$ cat config.mk
export PLATFORM = sky130hd
export DESIGN_NAME = run_length_glyph_decoder_core
export DESIGN_NICKNAME = d
export VERILOG_FILES = /design/src/rlgd_pkg.sv /design/src/run_length_glyph_decoder_core.sv /design/src/rlgd_ctrl.sv /design/src/rlgd_datapath.sv
export SDC_FILE = /design/constraint.sdc
export NUM_CORES = 1
export LEC_CHECK = 0
export BUFFER_PORTS_ARGS = -buffer_cell sky130_fd_sc_hd__buf_4
export CORE_MARGIN = 1.5
export CORE_UTILIZATION = 30
export CTS_CLUSTER_DIAMETER = 100
export DETAILED_ROUTE_END_ITERATION = 6
export PLACE_DENSITY = 0.56
export SYNTH_ARGS = -nofsm -noshare
export SYNTH_HDL_FRONTEND = slang
export SYNTH_SLANG_ARGS = --single-unit
$ cat constraint.sdc
create_clock -name clk -period 16 [get_ports clk]
set_clock_uncertainty 0.15 [all_clocks]
set_input_delay 0.8 -clock clk [delete_from_list [all_inputs] [get_ports clk]]
set_output_delay 0.8 -clock clk [all_outputs]
set_load 0.02 [all_outputs]
$ cat src/rlgd_pkg.sv
`default_nettype none

package rlgd_pkg;

    localparam int MAX_GLYPH_DEF = 64;
    localparam int GLYPH_MIN     = 8;
    localparam int SIZE_W        = 7;
    localparam int COL_W         = 6;
    localparam int LEN_W         = 7;
    localparam int STEP_W        = 4;

    localparam logic [2:0] ST_WORD      = 3'd0;
    localparam logic [2:0] ST_DONE      = 3'd1;
    localparam logic [2:0] ST_ZERO_DRAW = 3'd2;
    localparam logic [2:0] ST_ROW_SHORT = 3'd3;
    localparam logic [2:0] ST_OVERRUN   = 3'd4;

    typedef struct packed {
        logic       capture;
        logic       step;
        logic       out_load;
        logic [2:0] out_status;
        logic       out_last;
        logic       set_halt;
    } rlgd_cmd_t;

    typedef struct packed {
        logic halted;
        logic len_zero;
        logic drawn;
        logic col_zero;
        logic rows_full;
        logic word_emit;
        logic word_last;
        logic rem_done;
    } rlgd_sts_t;

endpackage

`default_nettype wire

$ cat src/run_length_glyph_decoder_core.sv
// Items are taken only in the idle state; each is captured, then decoded in steps
//   of up to 8 pixels, each ending at a word edge, a row end or the run's end.
//   No new item is taken until the last one is through. An overrun, or a marker
//   or zero-length item, may end the glyph with a status word; an item offered
//   while halted is accepted but dropped. Output stalls hold the step sequencer.
// Reset (rst_n, async low): position, row count, mask and halt cleared, size = 8.
`default_nettype none

module run_length_glyph_decoder_core
    import rlgd_pkg::*;
#(
    parameter int MAX_GLYPH = MAX_GLYPH_DEF
)
(
    input  wire logic              clk,
    input  wire logic              rst_n,
    input  wire logic              cfg_we,
    input  wire logic [SIZE_W-1:0] cfg_wdata,
    input  wire logic              in_valid,
    output logic                   in_ready,
    input  wire logic [7:0]        code,
    output logic                   out_valid,
    input  wire logic              out_ready,
    output logic [5:0]             row,
    output logic [2:0]             word_index,
    output logic [7:0]             coverage,
    output logic [2:0]             status,
    output logic                   last
);

    rlgd_cmd_t cmd;
    rlgd_sts_t sts;

    rlgd_ctrl u_ctrl (
        .clk       (clk),
        .rst_n     (rst_n),
        .in_valid  (in_valid),
        .in_ready  (in_ready),
        .out_valid (out_valid),
        .out_ready (out_ready),
        .sts       (sts),
        .cmd       (cmd)
    );

    rlgd_datapath #(
        .MAX_GLYPH (MAX_GLYPH)
    ) u_datapath (
        .clk        (clk),
        .rst_n      (rst_n),
        .cfg_we     (cfg_we),
        .cfg_wdata  (cfg_wdata),
        .code       (code),
        .cmd        (cmd),
        .sts        (sts),
        .row        (row),
        .word_index (word_index),
        .coverage   (coverage),
        .status     (status),
        .last       (last)
    );

endmodule

`default_nettype wire

$ cat src/rlgd_ctrl.sv
`default_nettype none

module rlgd_ctrl
    import rlgd_pkg::*;
(
    input  wire logic      clk,
    input  wire logic      rst_n,
    input  wire logic      in_valid,
    output logic           in_ready,
    output logic           out_valid,
    input  wire logic      out_ready,
    input  wire rlgd_sts_t sts,
    output rlgd_cmd_t      cmd
);

    localparam logic S_IDLE = 1'b0;
    localparam logic S_RUN  = 1'b1;

    logic state_reg, state_next;
    logic out_valid_reg, out_valid_next;
    logic slot_free;

    assign slot_free = !out_valid_reg || out_ready;
    assign in_ready  = (state_reg == S_IDLE);
    assign out_valid = out_valid_reg;

    always_comb
    begin
        cmd        = '0;
        state_next = state_reg;
        unique case (state_reg)
            S_IDLE:
            begin
                if (in_valid && !sts.halted)
                begin
                    cmd.capture = 1'b1;
                    state_next  = S_RUN;
                end
            end
            S_RUN:
            begin
                if (slot_free)
                begin
                    if (sts.len_zero)
                    begin
                        state_next = S_IDLE;
                        if (sts.drawn)
                        begin
                            cmd.out_load   = 1'b1;
                            cmd.out_status = ST_ZERO_DRAW;
                            cmd.out_last   = 1'b1;
                            cmd.set_halt   = 1'b1;
                        end
                        else if (!sts.col_zero)
                        begin
                            cmd.out_load   = 1'b1;
                            cmd.out_status = ST_ROW_SHORT;
                            cmd.out_last   = 1'b1;
                            cmd.set_halt   = 1'b1;
                        end
                        else if (sts.rows_full)
                        begin
                            cmd.out_load   = 1'b1;
                            cmd.out_status = ST_DONE;
                            cmd.out_last   = 1'b1;
                            cmd.set_halt   = 1'b1;
                        end
                    end
                    else if (sts.rows_full)
                    begin
                        state_next     = S_IDLE;
                        cmd.out_load   = 1'b1;
                        cmd.out_status = ST_OVERRUN;
                        cmd.out_last   = 1'b1;
                        cmd.set_halt   = 1'b1;
                    end
                    else
                    begin
                        cmd.step = 1'b1;
                        if (sts.word_emit)
                        begin
                            cmd.out_load   = 1'b1;
                            cmd.out_status = ST_WORD;
                            cmd.out_last   = sts.word_last;
                        end
                        if (sts.rem_done)
                        begin
                            state_next = S_IDLE;
                        end
                    end
                end
            end
            default:
            begin
                state_next = S_IDLE;
            end
        endcase
    end

    always_comb
    begin
        out_valid_next = out_valid_reg;
        if (cmd.out_load)
        begin
            out_valid_next = 1'b1;
        end
        else if (out_ready)
        begin
            out_valid_next = 1'b0;
        end
    end

    always_ff @(posedge clk or negedge rst_n)
    begin
        if (!rst_n)
        begin
            state_reg     <= S_IDLE;
            out_valid_reg <= 1'b0;
        end
        else
        begin
            state_reg     <= state_next;
            out_valid_reg <= out_valid_next;
        end
    end

endmodule

`default_nettype wire

$ cat src/rlgd_datapath.sv
`default_nettype none

module rlgd_datapath
    import rlgd_pkg::*;
#(
    parameter int MAX_GLYPH = MAX_GLYPH_DEF
)
(
    input  wire logic               clk,
    input  wire logic               rst_n,
    input  wire logic               cfg_we,
    input  wire logic [SIZE_W-1:0]  cfg_wdata,
    input  wire logic [7:0]         code,
    input  wire rlgd_cmd_t          cmd,
    output rlgd_sts_t               sts,
    output logic [5:0]              row,
    output logic [2:0]              word_index,
    output logic [7:0]              coverage,
    output logic [2:0]              status,
    output logic                    last
);

    localparam logic [SIZE_W-1:0] MinSize = SIZE_W'(GLYPH_MIN);
    localparam logic [SIZE_W-1:0] MaxSize = SIZE_W'(MAX_GLYPH);

    logic [SIZE_W-1:0] glyph_size_reg;
    logic [COL_W-1:0]  column_reg, column_next;
    logic [SIZE_W-1:0] row_count_reg, row_count_next;
    logic [7:0]        pending_mask_reg, pending_mask_next;
    logic              halted_reg;
    logic              drawn_reg;
    logic [LEN_W-1:0]  rem_reg, rem_next;

    logic [5:0]        row_reg;
    logic [2:0]        word_index_reg;
    logic [7:0]        coverage_reg;
    logic [2:0]        status_reg;
    logic              last_reg;

    logic [SIZE_W-1:0] size;
    logic [SIZE_W-1:0] col_ext;
    logic              col_past;
    logic [SIZE_W-1:0] to_row;
    logic [SIZE_W-1:0] to_word;
    logic [SIZE_W-1:0] lim;
    logic [STEP_W-1:0] k;
    logic [SIZE_W-1:0] newcol;
    logic [SIZE_W-1:0] newcol_m1;
    logic              row_wrap;
    logic              boundary;
    logic [15:0]       ones;
    logic [15:0]       shifted;
    logic [7:0]        merged;
    logic [SIZE_W-1:0] row_after;
    logic [COL_W-1:0]  col_after;
    logic [LEN_W-1:0]  rem_after;
    logic [SIZE_W-1:0] next_diff;
    logic [SIZE_W-1:0] next_lim;

    always_comb
    begin
        if (glyph_size_reg < MinSize)
        begin
            size = MinSize;
        end
        else if (glyph_size_reg > MaxSize)
        begin
            size = MaxSize;
        end
        else
        begin
            size = glyph_size_reg;
        end
    end

    // one step runs to the next word edge, the row end or the end of the run
    always_comb
    begin
        col_ext   = {1'b0, column_reg};
        col_past  = (col_ext >= size);
        to_row    = size - col_ext;
        to_word   = SIZE_W'(8) - SIZE_W'(column_reg[2:0]);
        if (col_past)
        begin
            lim = SIZE_W'(1);
        end
        else if (to_row < to_word)
        begin
            lim = to_row;
        end
        else
        begin
            lim = to_word;
        end
        k         = (rem_reg < lim) ? STEP_W'(rem_reg) : STEP_W'(lim);
        newcol    = col_ext + SIZE_W'(k);
        newcol_m1 = newcol - SIZE_W'(1);
        row_wrap  = (newcol >= size);
        boundary  = (newcol[2:0] == 3'd0) || row_wrap;
        ones      = (16'd1 << k) - 16'd1;
        shifted   = ones << column_reg[2:0];
        merged    = pending_mask_reg | (drawn_reg ? shifted[7:0] : 8'd0);
        row_after = row_count_reg + SIZE_W'(row_wrap);
        col_after = row_wrap ? '0 : newcol[COL_W-1:0];
        rem_after = rem_reg - LEN_W'(k);
        next_diff = size - {1'b0, col_after};
        next_lim  = (next_diff < SIZE_W'(8)) ? next_diff : SIZE_W'(8);
    end

    always_comb
    begin
        sts.halted    = halted_reg;
        sts.len_zero  = (rem_reg == '0);
        sts.drawn     = drawn_reg;
        sts.col_zero  = (column_reg == '0);
        sts.rows_full = (row_count_reg >= size);
        sts.word_emit = boundary;
        sts.word_last = (rem_after == '0)
                        || ((row_after < size) && (rem_after < next_lim));
        sts.rem_done  = (rem_after == '0);
    end

    always_comb
    begin
        column_next       = column_reg;
        row_count_next    = row_count_reg;
        pending_mask_next = pending_mask_reg;
        rem_next          = rem_reg;
        if (cmd.capture)
        begin
            rem_next = code[7:1];
        end
        else if (cmd.step)
        begin
            column_next       = col_after;
            row_count_next    = row_after;
            pending_mask_next = boundary ? 8'd0 : merged;
            rem_next          = rem_after;
        end
        else if (cmd.set_halt)
        begin
            pending_mask_next = 8'd0;
        end
    end

    always_ff @(posedge clk or negedge rst_n)
    begin
        if (!rst_n)
        begin
            glyph_size_reg   <= SIZE_W'(GLYPH_MIN);
            column_reg       <= '0;
            row_count_reg    <= '0;
            pending_mask_reg <= '0;
            halted_reg       <= 1'b0;
            rem_reg          <= '0;
        end
        else
        begin
            if (cfg_we)
            begin
                glyph_size_reg <= cfg_wdata;
            end
            column_reg       <= column_next;
            row_count_reg    <= row_count_next;
            pending_mask_reg <= pending_mask_next;
            rem_reg          <= rem_next;
            if (cmd.set_halt)
            begin
                halted_reg <= 1'b1;
            end
        end
    end

    always_ff @(posedge clk)
    begin
        if (cmd.capture)
        begin
            drawn_reg <= code[0];
        end
        if (cmd.out_load)
        begin
            status_reg <= cmd.out_status;
            last_reg   <= cmd.out_last;
            if (cmd.out_status == ST_WORD)
            begin
                row_reg        <= row_count_reg[5:0];
                word_index_reg <= newcol_m1[5:3];
                coverage_reg   <= merged;
            end
            else
            begin
                row_reg        <= '0;
                word_index_reg <= '0;
                coverage_reg   <= '0;
            end
        end
    end

    assign row        = row_reg;
    assign word_index = word_index_reg;
    assign coverage   = coverage_reg;
    assign status     = status_reg;
    assign last       = last_reg;

endmodule

`default_nettype wire
==> impl_metrics.tcl, run 1 <==
set metrics [dict create \
    synthesis.area_sq_mm 0.00518 \
    rsz0062_at_grt "false" \
    grt_pass1_vias 4336 \
    drive_gt1_frac 0.127 \
    critPathLaunchType "flip-flop" \
    relSlewSlack 0.296 \
    cts_made_buffers 9 \
    grt_pass1_wl_um 23900 \
    hold_ws_ns 0.288 \
    min_period_ns 11.46 \
    ys.warnings.count 0 \
    routed_wl_um 14900 \
    maxCapViolCount 0 \
    synthDistinctLibCells 71 \
    critPathCaptureType "flip-flop" \
    place_congestion 0.871 \
    fin_crit_sh 0.716 \
    core_region_area_sq_mm 0.0167 \
    cts_tree "done" \
    critPathMaxFanout 17 \
    synthArstFlopShare 0.633 \
    place_inst 834 \
    cpLargestDelayFamily "compound AO/OA/AOI/OAI gates" \
    postLayoutCellArea_sq_mm 0.00602 \
    drt_pass1_iterations 4 \
    synth-edff-count 22 \
    synth_seq_cells 60 \
    cts_hold_buffers 0 \
    via_per_inst 5.36 \
    nets 707 \
    ys_seq_area_frac 0.312 \
    cts_sinks 60 \
    synthCells 586 \
    io_pins 43 \
    final_cell_mix "60 x nand2_1, 58 x ha_1, 45 x inv_1, 44 x buf_4, 40 x a21oi_1" \
    status "finished clean" \
    die_w_um 134 \
    hp-class "input port to async pin" \
    cp_slowest_cell "dfrtp_1" \
    gr-total-overflow 0 \
    hold_viol_final 0 \
    path_clk_slew_ns 0.06 \
    dp_hpwl_um 11500 \
    synth.area.top_cells "dfrtp_1 18%, ha_1 14%, edfxtp_1 13%, nand2_1 4.3%, a21oi_1 3.9%" \
    dieHeight_um 134 \
    ys.flop_type "dfrtp_1" \
    start_util 0.310 \
    final_max_slew_viol_count 0 \
    grt_use_total 0.171 \
    worstMarginPinSlew_ns 1.05 \
    grt_antenna_before_repair 0 \
    synth_top_cell_by_area "dfrtp_1" \
    setup_viol 0 \
    routedWlPerCell_um 17.5 \
    synth_area_per_cell_sq_um 8.84 \
    grt_max_degree 39 \
    arrival_ns 11.50 \
    syn2layout_area_growth_pct 16.3 \
    cts-resized-gates 0 \
    cp_num_buf_inv 4 \
    rows 47 \
    root_buffer "clkbuf_16" \
    tns_ns 0 \
    cp.required_ns 16.04 \
    vias 4554 \
    postCtsSetupRepairBufs 0 \
    drtIter0Drc 293 \
    clk_latency_ns 0.34 \
    die_area_sq_mm 0.0181 \
    final_common_cell "nand2_1" \
    antenna_cells 0 \
    criticalPathCategory "flip-flop to flip-flop" \
    drcViolationCount 0 \
    synth_top_area_frac 0.179 \
    place_area_sq_mm 0.00571 \
    fmax_mhz 87.2 \
    cpPeakStageDelay_ns 0.76 \
    clock_path_buffers 2 \
    io_buffers 42 \
    ant_nets 0 \
    htree_num_levels 3 \
    stdcell_count 850 \
]
-- layout make-up --
class                      instances  area, sq um
clock buffer                      11          233
clock inverter                     5         77.6
fill                            1728        10700
inverter                          46          173
multi-input combinational        464         3320
sequential                        60         1610
tap                              220          275
timing repair buffer              44          330
-- path summary, 6_finish.rpt --
check                                                from                              to  slack [ns]  cells after the start
max                              u_datapath.column_reg[0]                 u_datapath.last        4.54                     43
max reg2reg                      u_datapath.column_reg[0]                 u_datapath.last        4.54                     43
min reg2reg                u_datapath.pending_mask_reg[2]  u_datapath.pending_mask_reg[2]        0.33                      2
min                                                 rst_n        u_datapath.column_reg[5]        0.29                      1
min in group clk           u_datapath.pending_mask_reg[2]  u_datapath.pending_mask_reg[2]        0.33                      2
max in group asynchronous                           rst_n  u_datapath.pending_mask_reg[3]       15.05                      1
-- cells by family (layout without fill, tap and decap cells) --
kind of cell	Yosys count	in the layout	synth area share
AND/OR/NAND/NOR	178	178	0.165
AO/OA/AOI/OAI	169	169	0.224
multiplexers	19	19	0.0399
buffers and inverters	65	106	0.0498
XOR/XNOR	32	32	0.0541
flip-flops	60	60	0.312
adder cells (fa/ha/maj)	62	62	0.156
other	1	4	0.000724
-- stage by stage --
stage | setup slack, ns | util
floorplan | 6.33 | -
global placement | 5.02 | 0.342
detailed placement | 4.71 | 0.342
CTS | 4.67 | 0.360
global route | 3.60 | 0.360
finish | 4.54 | 0.360
-- worst register-to-register path, delay by kind of cell (launching register included) --
kind,cells,cell delay (ns)
AO/OA/AOI/OAI,23,4.83
XOR/XNOR,3,0.95
adder cells (fa/ha/maj),8,2.54
buffers and inverters,4,0.70
flip-flops,1,0.76
multiplexers,1,0.49
AND/OR/NAND/NOR,4,0.87
-- layer usage --
layer  up-vias  part of all wire  track usage
li1       2218                 -            -
met1      2192              0.50        0.247
met2       125              0.45        0.261
met3        19             0.037       0.0223
met4         0             0.016       0.0591
met5         -                 0            0
-- synthesized netlist by cell type, drive strengths merged, types with 10 or more instances --
| library cell | instances |
|---|---|
| a211oi | 11 |
| a21o | 20 |
| a21oi | 42 |
| clkbuf | 13 |
| dfrtp | 37 |
| edfxtp | 22 |
| ha | 58 |
| inv | 46 |
| mux2 | 10 |
| nand2 | 60 |
| nand3 | 14 |
| nor2 | 38 |
| nor2b | 17 |
| nor3 | 13 |
| o21ai | 40 |
| xnor2 | 20 |
| xor2 | 12 |
Power of run 1 is left out: the tool's default activity adds up to more than one toggle a clock period on the data nets, which glitch-free logic cannot reach.
==> run 2, diff against run 1 <==
Settings changed: ABC_AREA set to 1, PLACE_DENSITY 0.56 to 0.57.
Clock period 16 ns to 9.5 ns, I/O delays scaled along.
==> run 2 against run 1 <==
Effect of this change:
- synthesized cell count grew 8.7%
- sequential cell count is the same
- setup slack lost 3.9 ns
- sequential share of layout area is essentially flat
- first-iteration DRC count shrank 11%
- hold slack lost 0.13 ns
- area after synthesis shrank 2.8%
- cell area is essentially flat
- critical path depth grew 12
- register-to-register slack lost 3.9 ns
- highest routed layer unchanged
==> impl_metrics.tcl, run 2 <==
set metrics [dict create \
    status "finished clean" \
    grt_antenna_before_repair 0 \
    ant_nets 0 \
    synthesis.area_sq_mm 0.00503 \
    grt_pass1_wl_um 21000 \
    drtIter0Drc 260 \
    grt_pass1_vias 4171 \
    clk_latency_ns 0.34 \
    relSlewSlack 0.200 \
    grt_use_total 0.150 \
    synthDistinctLibCells 53 \
    final_max_slew_viol_count 0 \
    critPathMaxFanout 8 \
    synth_commonest_cells "125 x nand2_1, 97 x inv_1, 58 x ha_1, 57 x nor2_1, 42 x a21oi_1" \
    ys.flop_type "dfrtp_1" \
    antenna_cells 0 \
    die_area_sq_mm 0.0176 \
    r2r-end "u_datapath.last" \
    synth_seq_cells 60 \
    cp.required_ns 9.54 \
    vias 4283 \
    start_util 0.306 \
    place_inst 899 \
    worstMarginPinSlew_ns 1.20 \
    tns_ns 0 \
    syn2layout_area_growth_pct 19.5 \
    final_common_cell "nand2_1" \
    routedWlPerCell_um 13.7 \
    cts_sinks 60 \
    nFillCells 1753 \
    place_congestion 0.828 \
    gr-total-overflow 0 \
    io_buffers 42 \
    rrSetupSlack_ns 0.66 \
    setup_viol 0 \
    nets 776 \
    synthArstFlopShare 0.633 \
    synth_area_per_cell_sq_um 7.90 \
    critPathLaunchType "flip-flop" \
    seq_area_sq_mm 0.00161 \
    ys.warnings.count 0 \
    worst_path_most_repeated_cell "nand2_1" \
    synth_most_common_cell "nand2_1" \
    r2r_start "u_datapath.glyph_size_reg[5]" \
    via_per_inst 4.66 \
    synth_top_area_frac 0.184 \
    final_util 0.365 \
    synth.area.top_cells "dfrtp_1 18%, ha_1 14%, edfxtp_1 13%, nand2_1 9.3%, inv_1 7.2%" \
    multiInputGateArea_sq_mm 0.00304 \
    cp_slowest_cell "dfrtp_1" \
    fin_crit_sh 0.930 \
    path_clk_slew_ns 0.06 \
    cts_made_buffers 9 \
    hp-class "input port to flip-flop" \
    min_period_ns 8.84 \
    core_region_area_sq_mm 0.0165 \
    dp_hpwl_um 9560 \
    synthCells 637 \
    die_w_um 133 \
    synth-edff-count 22 \
    critPathCaptureType "flip-flop" \
    ff2ff_path_depth 55 \
    stdcell_count 919 \
    final_cell_mix "125 x nand2_1, 95 x inv_1, 57 x ha_1, 54 x nor2_1, 50 x buf_4" \
    hold_viol_final 0 \
    root_buffer "clkbuf_16" \
    rows 47 \
    cpPeakStageDelay_ns 0.40 \
    routed_wl_um 12600 \
    cts_tree "done" \
    criticalPathCategory "flip-flop to flip-flop" \
    synth_top_cell_by_area "dfrtp_1" \
    ys_seq_area_frac 0.320 \
    io_pins 43 \
    crit_end "u_datapath.last" \
    dieHeight_um 133 \
    maxCapViolCount 0 \
    fmax_mhz 113 \
    clock_path_buffers 2 \
    arrival_ns 8.87 \
    worstSetupStartpoint "u_datapath.glyph_size_reg[5]" \
    drive_gt1_frac 0.189 \
    htree_num_levels 3 \
    grt_max_degree 39 \
    drcViolationCount 0 \
    drt_pass1_iterations 4 \
]
-- run 2: cell types whose count changed in the layout (fill, tap and decap cells not counted), sizes merged, moves of 16 or more --
| cell | previous run | this run |
|---|---|---|
| xnor2 | 20 | 4 |
| inv | 46 | 101 |
| nand3 | 14 | 46 |
| nor2b | 17 | 0 |
| a21o | 20 | 1 |
| nand2 | 60 | 146 |
| nor2 | 38 | 61 |
-- run 2: routing by layer --
layer | share of wire | track usage | wire length (um)
met5 | 0 | 0 | 0
met4 | 0.015 | 0.0409 | 194
met3 | 0.035 | 0.0326 | 437
met2 | 0.45 | 0.239 | 5710
met1 | 0.50 | 0.205 | 6270
-- run 2: critical path, delay by kind of cell, from the launching register on --
| kind | cells | cell delay [ns] |
|---|---|---|
| flip-flops | 1 | 0.40 |
| buffers and inverters | 6 | 0.60 |
| AO/OA/AOI/OAI | 12 | 1.87 |
| adder cells (fa/ha/maj) | 9 | 2.49 |
| AND/OR/NAND/NOR | 25 | 2.56 |
| XOR/XNOR | 3 | 0.59 |
-- run 2: what timing repair did --
| item | in CTS | in global routing |
|---|---|---|
| hold buffers | 1 | 0 |
| endpoints found under the setup margin | 0 | 1 |
| hold endpoints to repair | 15 | 0 |
| setup buffers | 0 | 3 |
| resized for setup | 0 | 20 |
-- run 2: cell families (layout without fill, tap and decap cells) --
family,count (synthesis),in the layout,share of synthesized area
compound gates,109,109,0.125
xor+xnor,20,20,0.0348
fa+ha+maj,62,62,0.160
buf+inv,112,171,0.0917
flops,60,60,0.320
mux,1,1,0.00224
other cells,1,4,0.000745
simple gates,272,272,0.265
-- run 2: through the flow --
step | hold slack [ns] | setup slack (ns) | area, sq um
3_5_place_dp | 0.290 | 0.216 | 5610
2_1_floorplan | 0.0294 | 0.565 | 5040
6_report | 0.162 | 0.662 | 6010
4_1_cts | 0.151 | 0.186 | 5920
5_1_grt | 0.154 | -0.0847 | 6010
3_3_place_gp | 0.284 | 0.404 | 5610
-- run 2: final cells by class --
cell class,instances,area share
clock inverter,7,0.0127
clock buffer,9,0.0374
inverter,103,0.0647
timing repair buffer,52,0.0659
sequential,60,0.268
tap,220,0.0458
multi-input combinational,468,0.505
-- run 2: worst min-delay path by stage --
stage,endpoint,startpoint,slack [ns],cells past startpoint
6_report,u_datapath.drawn_reg,code[0],0.16,1
5_1_grt,u_datapath.drawn_reg,code[0],0.15,1
4_1_cts,u_datapath.drawn_reg,code[0],0.15,1
3_5_place_dp,u_datapath.halted_reg,u_datapath.halted_reg,0.29,2
3_3_place_gp,u_datapath.halted_reg,u_datapath.halted_reg,0.28,2
2_1_floorplan,u_ctrl.out_valid,rst_n,0.03,0
Power of run 2 is left out for the same reason.
==> run 3, diff against run 2 <==
Settings changed: ABC_AREA 1 to unset.
==> run 3 against run 2 <==
Effect of this change:
- utilization increased by 3.0 points
- first-iteration DRC count is 50% higher
- sequential cell count unchanged
- fmax is 2.2% lower
- register-to-register slack worse by 0.20 ns
- critical path type unchanged
- die area grew 2.8%
- via count is 9.6% higher
- hold slack gained 0.0036 ns
- sequential share of layout area fell by 2.4 points
- count of clock-buffer cells in the layout is the same
- cell area rose by 9.6%
==> impl_metrics.tcl, run 3 (same netlist as run 1, synthesis figures left out) <==
set metrics [dict create \
    rows 47 \
    dp_hpwl_um 11700 \
    place_area_sq_mm 0.00601 \
    relSlewSlack 0.414 \
    nets 759 \
    maxCapViolCount 0 \
    via_per_inst 5.20 \
    worstSetupStartpoint "u_datapath.glyph_size_reg[3]" \
    critPathMaxFanout 6 \
    critPathCaptureType "flip-flop" \
    antenna_cells 0 \
    core_region_area_sq_mm 0.0167 \
    gr-total-overflow 0 \
    cts_sinks 60 \
    io_buffers 42 \
    clk_latency_ns 0.34 \
    final_cell_mix "94 x buf_4, 58 x nand2_1, 50 x ha_1, 39 x inv_1, 38 x nor2_1" \
    drt_pass1_iterations 4 \
    ant_nets 0 \
    grt_use_total 0.169 \
    cts_made_buffers 9 \
    drcViolationCount 0 \
    critPathLaunchType "flip-flop" \
    final_max_slew_viol_count 0 \
    r2r_start "u_datapath.glyph_size_reg[3]" \
    drive_gt1_frac 0.258 \
    criticalPathCategory "flip-flop to flip-flop" \
    routed_wl_um 15200 \
    fmax_mhz 111 \
    status "finished clean" \
    dieHeight_um 134 \
    syn2layout_area_growth_pct 27.4 \
    die_area_sq_mm 0.0181 \
    final_common_cell "buf_4" \
    die_w_um 134 \
    cpPeakStageDelay_ns 0.55 \
    cts_tree "done" \
    hold_ws_ns 0.165 \
    postLayoutCellArea_sq_mm 0.00659 \
    htree_num_levels 3 \
    setup_viol 0 \
    cp.required_ns 9.54 \
    grt_pass1_wl_um 23600 \
    routedWlPerCell_um 16.8 \
    start_util 0.310 \
    fin_crit_sh 0.951 \
    grt_antenna_before_repair 0 \
    min-delay-start "code[0]" \
    hp-class "input port to flip-flop" \
    place_congestion 0.885 \
    clock_path_buffers 2 \
    vias 4694 \
    io_pins 43 \
    drtIter0Drc 391 \
    path_clk_slew_ns 0.06 \
    arrival_ns 9.07 \
    hold_viol_final 0 \
    worstMarginPinSlew_ns 0.871 \
    min_period_ns 9.04 \
    grt_max_degree 39 \
    cp_slowest_cell "fa_1" \
    root_buffer "clkbuf_16" \
    grt_pass1_vias 4546 \
]
run 3: cell type report:
type	count	area, sq um
clock buffer	9	225
multi-input combinational	464	3530
inverter	46	173
sequential	60	1610
clock inverter	7	51.3
tap	220	275
fill	1681	10100
timing repair buffer	96	727
run 3: path summary, 6_finish.rpt:
kind,depth (start not counted),slack (ns),to
setup / recovery,49,0.46,u_datapath.last
hold / removal,1,0.17,u_datapath.drawn_reg
setup reg to reg,49,0.46,u_datapath.last
hold reg to reg,2,0.32,u_datapath.halted_reg
max in group asynchronous,2,8.30,u_datapath.glyph_size_reg[3]
min in group asynchronous,2,0.51,u_datapath.pending_mask_reg[4]
run 3: routing by layer:
layer	global-route usage	vias up	wire length, um
li1	-	2315	-
met3	0.0325	24	670
met1	0.233	2250	7210
met5	0	-	0
met4	0.0484	0	230
met2	0.270	105	7090
run 3: what timing repair did:
action	4_1_cts	5_1_grt
setup buffers	1	10
hold buffers	1	0
hold endpoints to repair	28	0
setup endpoints to repair	1	1
pin swaps	1	26
resized for setup	5	52
run 3: critical path: cells and delay by family, from the launching register on:
kind | cells | cell delay, ns
AO/OA/AOI/OAI | 21 | 3.41
XOR/XNOR | 1 | 0.10
adder cells (fa/ha/maj) | 9 | 2.70
buffers and inverters | 8 | 0.81
flip-flops | 1 | 0.54
AND/OR/NAND/NOR | 10 | 1.20
run 3: metrics by stage:
step                      std cells   util  TNS, ns  worst slack (ns)
final                           902  0.395        0             0.465
after global routing            902  0.395  -0.0614           -0.0614
after CTS                       892  0.379        0            0.0339
after detailed placement        874  0.360  -0.0520           -0.0520
after global placement          874  0.360        0             0.159
after floorplan                 589      -        0            0.0529
Power of run 3 is left out for the same reason.
